**src/hw/rtl/gfla_pkg.sv**
```systemverilog
// ----------------------------------------------------------------------------
// gfla_pkg
// Shared types and constants of the grouped free-list block allocator.
// ----------------------------------------------------------------------------
package gfla_pkg;

  localparam int BN_W   = 11;   // block number width
  localparam int RSV_W  = 10;   // reserved block count width
  localparam int BN_MAX = 2047; // largest block number a word can carry

  typedef enum logic {
    OP_ALLOC = 1'b0,
    OP_FREE  = 1'b1
  } gfla_op_e_t;

  typedef enum logic [1:0] {
    STAT_OK        = 2'd0,
    STAT_NO_FREE   = 2'd1,
    STAT_BAD_INDEX = 2'd2
  } gfla_status_t;

  // request class, decided when the word is accepted
  typedef enum logic [2:0] {
    KIND_ALLOC_EMPTY,
    KIND_ALLOC,
    KIND_BAD_INDEX,
    KIND_FREE_EMPTY,
    KIND_FREE_SELF,
    KIND_FREE
  } gfla_kind_t;

  typedef enum logic [1:0] {
    ST_IDLE,
    ST_SWEEP,
    ST_DRAIN,
    ST_COMMIT
  } gfla_state_t;

  typedef struct packed {
    logic accept;
    logic sweep;
    logic commit;
  } gfla_cmd_t;

  typedef struct packed {
    gfla_kind_t kind_in;
    logic       sweep_last;
  } gfla_sts_t;

endpackage

```
**src/hw/rtl/gfla_ctrl.sv**
```systemverilog
// ----------------------------------------------------------------------------
// gfla_ctrl
// Sequencer of the allocator: accept, slot sweep, drain, commit.
// ----------------------------------------------------------------------------
module gfla_ctrl import gfla_pkg::*; (
  input  logic      clk,
  input  logic      rst_n,
  input  logic      in_valid,
  output logic      in_ready,
  output logic      out_valid,
  input  logic      out_ready,
  input  gfla_sts_t sts,
  output gfla_cmd_t cmd
);

  gfla_state_t state_r, state_nxt;
  logic        out_valid_r, out_valid_nxt;

  always_ff @(posedge clk) begin
    if (!rst_n) begin
      state_r     <= ST_IDLE;
      out_valid_r <= 1'b0;
    end else begin
      state_r     <= state_nxt;
      out_valid_r <= out_valid_nxt;
    end
  end

  always_comb begin
    state_nxt  = state_r;
    cmd        = '0;
    in_ready   = 1'b0;
    unique case (state_r)
      ST_IDLE: begin
        in_ready   = 1'b1;
        cmd.accept = in_valid;
        if (in_valid) begin
          // nothing to look up in memory for these two
          if (sts.kind_in == KIND_ALLOC_EMPTY || sts.kind_in == KIND_BAD_INDEX) begin
            state_nxt = ST_COMMIT;
          end else begin
            state_nxt = ST_SWEEP;
          end
        end
      end
      ST_SWEEP: begin
        cmd.sweep = 1'b1;
        if (sts.sweep_last) begin
          state_nxt = ST_DRAIN;
        end
      end
      ST_DRAIN: begin
        state_nxt = ST_COMMIT;
      end
      ST_COMMIT: begin
        // result register must be free or emptying this cycle
        if (!out_valid_r || out_ready) begin
          cmd.commit = 1'b1;
          state_nxt  = ST_IDLE;
        end
      end
      default: state_nxt = ST_IDLE;
    endcase
  end

  always_comb begin
    out_valid_nxt = out_valid_r;
    if (out_ready) begin
      out_valid_nxt = 1'b0;
    end
    if (cmd.commit) begin
      out_valid_nxt = 1'b1;
    end
  end

  assign out_valid = out_valid_r;

  a_accept_leaves_idle: assert property (@(posedge clk) disable iff (!rst_n)
    cmd.accept |=> state_r != ST_IDLE)
    else $error("accepted word did not start processing");

  a_commit_shows_result: assert property (@(posedge clk) disable iff (!rst_n)
    cmd.commit |=> out_valid_r)
    else $error("committed result not presented");

endmodule

```
**config.mk**
```make
export PLATFORM = sky130hd
export DESIGN_NAME = gfla_ctrl
export DESIGN_NICKNAME = d
export VERILOG_FILES = /design/src/hw/rtl/gfla_pkg.sv /design/src/hw/rtl/gfla_ctrl.sv
export SDC_FILE = /design/constraint.sdc
export NUM_CORES = 1
export LEC_CHECK = 0
export ABC_AREA = 1
export BUFFER_PORTS_ARGS = -buffer_cell sky130_fd_sc_hd__buf_4
export CAP_MARGIN = 40
export CORE_AREA = 3 3 40 42
export CTS_CLUSTER_DIAMETER = 80
export DETAILED_ROUTE_END_ITERATION = 16
export DIE_AREA = 0 0 43 45
export PLACE_DENSITY_LB_ADDON = 0.3
export SLEW_MARGIN = 25
export SYNTH_ARGS = -nofsm -noshare
export SYNTH_HDL_FRONTEND = slang
export SYNTH_SLANG_ARGS = --single-unit
```
**constraint.sdc**
```tcl
create_clock -name clk -period 1.36 [get_ports clk]
set_input_delay 0.068 -clock clk [delete_from_list [all_inputs] [get_ports clk]]
set_output_delay 0.068 -clock clk [all_outputs]
set_load 0.05 [all_outputs]
```
==> impl_metrics.py <==
metrics = {
    "status": {
        "run_status": "complete, no violations",
    },
    "timing": {
        "rsz_0062_raised_after_global_routing": "false",
        "setup-violations-final": 0,
        "tightestPinTransition_ns": 0.178,
        "final_critical_path_setup_slack_ns": 0.0955,
        "fin_max_slew_vios": 0,
        "hold_viol_final": 0,
        "tns_ns": 0,
        "post-route-period-util_pct": 93.0,
        "finalCriticalPeriod_ns": 1.26,
        "timing.slew.headroom_pct": 88.1,
        "timing.clock.skew_ns": 0.000850,
        "timing.fmax_ghz": 0.791,
    },
    "synthesis": {
        "postSynthAreaPerCell_sq_um": 7.33,
        "syn_nets": 48,
        "yosysWarningCount": 0,
        "synthCells": 36,
        "netlist_area_sq_um": 264,
        "ys_ff_latch": 3,
        "number_of_distinct_library_cells_after_synthesis": 15,
        "seq_area_frac_synth_pct": 22.7,
    },
    "placed_design": {
        "portBuffers": 11,
        "placement.setup.worst_slack_ns": 0.213,
        "finalWeightedCongestion": 0.668,
    },
    "die": {
        "io_pins": 13,
        "die_x_microns": 43,
        "floorplan.die_area_sq_um": 1940,
        "initial_core_util_pct": 20.5,
        "chipHeight_microns": 45,
        "core_area_sq_um": 1280,
        "std_cell_rows": 13,
    },
    "finish": {
        "antenna_cells": 0,
        "nets_final": 63,
        "syn_to_final_growth_pct": 46.4,
        "finalCoreUtilization_pct": 30.1,
        "drive_above_1_share_pct": 42.0,
    },
    "global_routing": {
        "grt.met2_usage_pct": 8.38,
        "grt_use_met3_pct": 5.18,
        "grt_peak_use_layer": "met2",
        "maximum_number_of_pins_on_one_net_before_global_route_repair": 7,
        "grt_antenna_before_repair": 0,
        "globalRoute.totalOverflow": 0,
        "global_route_total_usage_across_every_layer_pct": 6.91,
        "globalRouteMet1Util_pct": 7.93,
        "grt_pass1_wl_microns": 903,
        "first_global_vias": 208,
    },
    "routing": {
        "detail_route.vias_per_cell": 3.74,
        "vias": 243,
        "detail-route-antenna-nets": 0,
        "drt-initial-drc-count": 1,
        "detail_route.first_pass.iterations": 2,
        "drcViolationCount": 0,
        "detail_route.wl_per_cell_microns": 7.66,
        "drt_wl_total_microns": 498,
    },
    "clock_network": {
        "clock_sinks": 3,
        "ctsRootBufferMaster": "clkbuf_4",
        "clkTransAtPathRegs_ns": 0.04,
        "h_tree_levels": 1,
        "ctsResizeCount": 0,
        "cts_made_buffers": 3,
        "post-cts-setup-buffer-count": 0,
        "cts_buffer_depth": 2,
        "clock_tree_from_tritoncts": "built",
        "clk-insertion-delay-late_ns": 0.23,
        "hold_buffers": 0,
    },
    "min_path": {
        "min-delay-path-class": "in -> reg",
        "min-delay-start": "rst_n",
    },
    "pwr": {
        "power.ir.vdd_worst_mv": 0.700,
        "power_leakage_nw": 0.207,
        "power_uw": 846,
        "powerDensity_nw_per_um2": 2190,
    },
    "setup_path": {
        "r2r_slack_ns": 0.22,
        "crit_type": "reg -> out",
        "timing.critical_path.from_type": "flop",
        "worst_r2r_path_depth": 6,
        "regToRegEndpoint": "state_r[1]",
        "worst-endpoint-required_ns": 1.29,
        "crit_fanout": 3,
        "critPathCapture": "cmd[0]",
        "crit_path_end_kind": "primary output",
        "arrival_ns": 1.20,
        "worst_r2r_startpoint": "state_r[0]",
        "startpoint": "state_r[0]",
    },
    "flow_run": {
        "timing.max_cap.violations": 0,
    },
}
area by class of cell:
type                            instances  area, sq um
Clock buffer                            4         26.3
Fill cell                             144          898
Inverter                                8         30.0
Multi-Input combinational cell         24          169
Sequential cell                         3         60.1
Tap cell                               15         18.8
Timing Repair Buffer                   11         82.6
worst min path at each step:
stage / endpoint / slack (ns) / cells past startpoint
2_1_floorplan: state_r[1] / 0.19 / 2
3_3_place_gp: state_r[1] / 0.32 / 3
3_5_place_dp: state_r[1] / 0.33 / 3
4_1_cts: state_r[1] / 0.09 / 3
5_1_grt: state_r[0] / 0.12 / 3
6_report: state_r[1] / 0.1 / 3
per-layer routing:
metal / vias up / routed length (microns)
met5: - / 0
met3: 0 / 37
li1: 135 / -
met4: 0 / 0
met2: 4 / 259
met1: 104 / 201
metrics by stage:
stage	std cells	hold WS [ns]	cell area (sq um)
finish	65	0.0953	387
global placement	61	0.325	360
global route	65	0.120	387
CTS	65	0.0863	387
detailed placement	61	0.329	360
floorplan	36	0.188	267
cells in the mapped netlist:
cell type  count  area (sq um)
inv_1          8          30.0
nand2_1        6          22.5
ha_1           4          50.1
nor2_1         4          15.0
dfxtp_1        3          60.1
nand2_2        2          12.5
a21boi_0       1          7.51
a21oi_1        1          5.00
and2_4         1          8.76
buf_4          1          7.51
nand3_2        1          10.0
nand3_4        1          17.5
nand4_1        1          6.26
nor2_2         1          6.26
o21ai_0        1          5.00
layout by cell type, fill, tap and decap left out:
cell type and count:
and2_4 1, inv_1 8, buf_4 11, nand4_1 1, nand3_2 1, nor2_2 1, nand2_1 6, nand2_2 2
nor2_1 4, o21ai_0 1, clkbuf_4 3, ha_2 1, a21oi_1 1, a21boi_0 1, ha_1 3, nand3_4 1
dfxtp_1 3, clkbuf_1 1
kinds of logic after synthesis:
| family | after synthesis | share of synthesized area, % |
|---|---|---|
| simple gates | 17 | 37.4 |
| compound gates | 3 | 6.63 |
| buf+inv | 9 | 14.2 |
| fa+ha+maj | 4 | 19.0 |
| flops | 3 | 22.7 |
worst max-delay path, cell delays in order, from the launching register on:
cell     delay, ns
dfxtp_1       0.36
ha_1          0.22
inv_1         0.07
a21oi_1       0.11
buf_4         0.21
state kept, by name, indices dropped and copies added, names as in the netlist:
register	cells
state_r	2
out_valid	1
report_power, final:
part | total, mW | switching [mW] | internal, mW
logic | 0.550 | 0.355 | 0.195
clock network | 0.153 | 0.0432 | 0.110
registers | 0.144 | 0.0257 | 0.118
No activity file was read; power rests on OpenSTA's default activity.
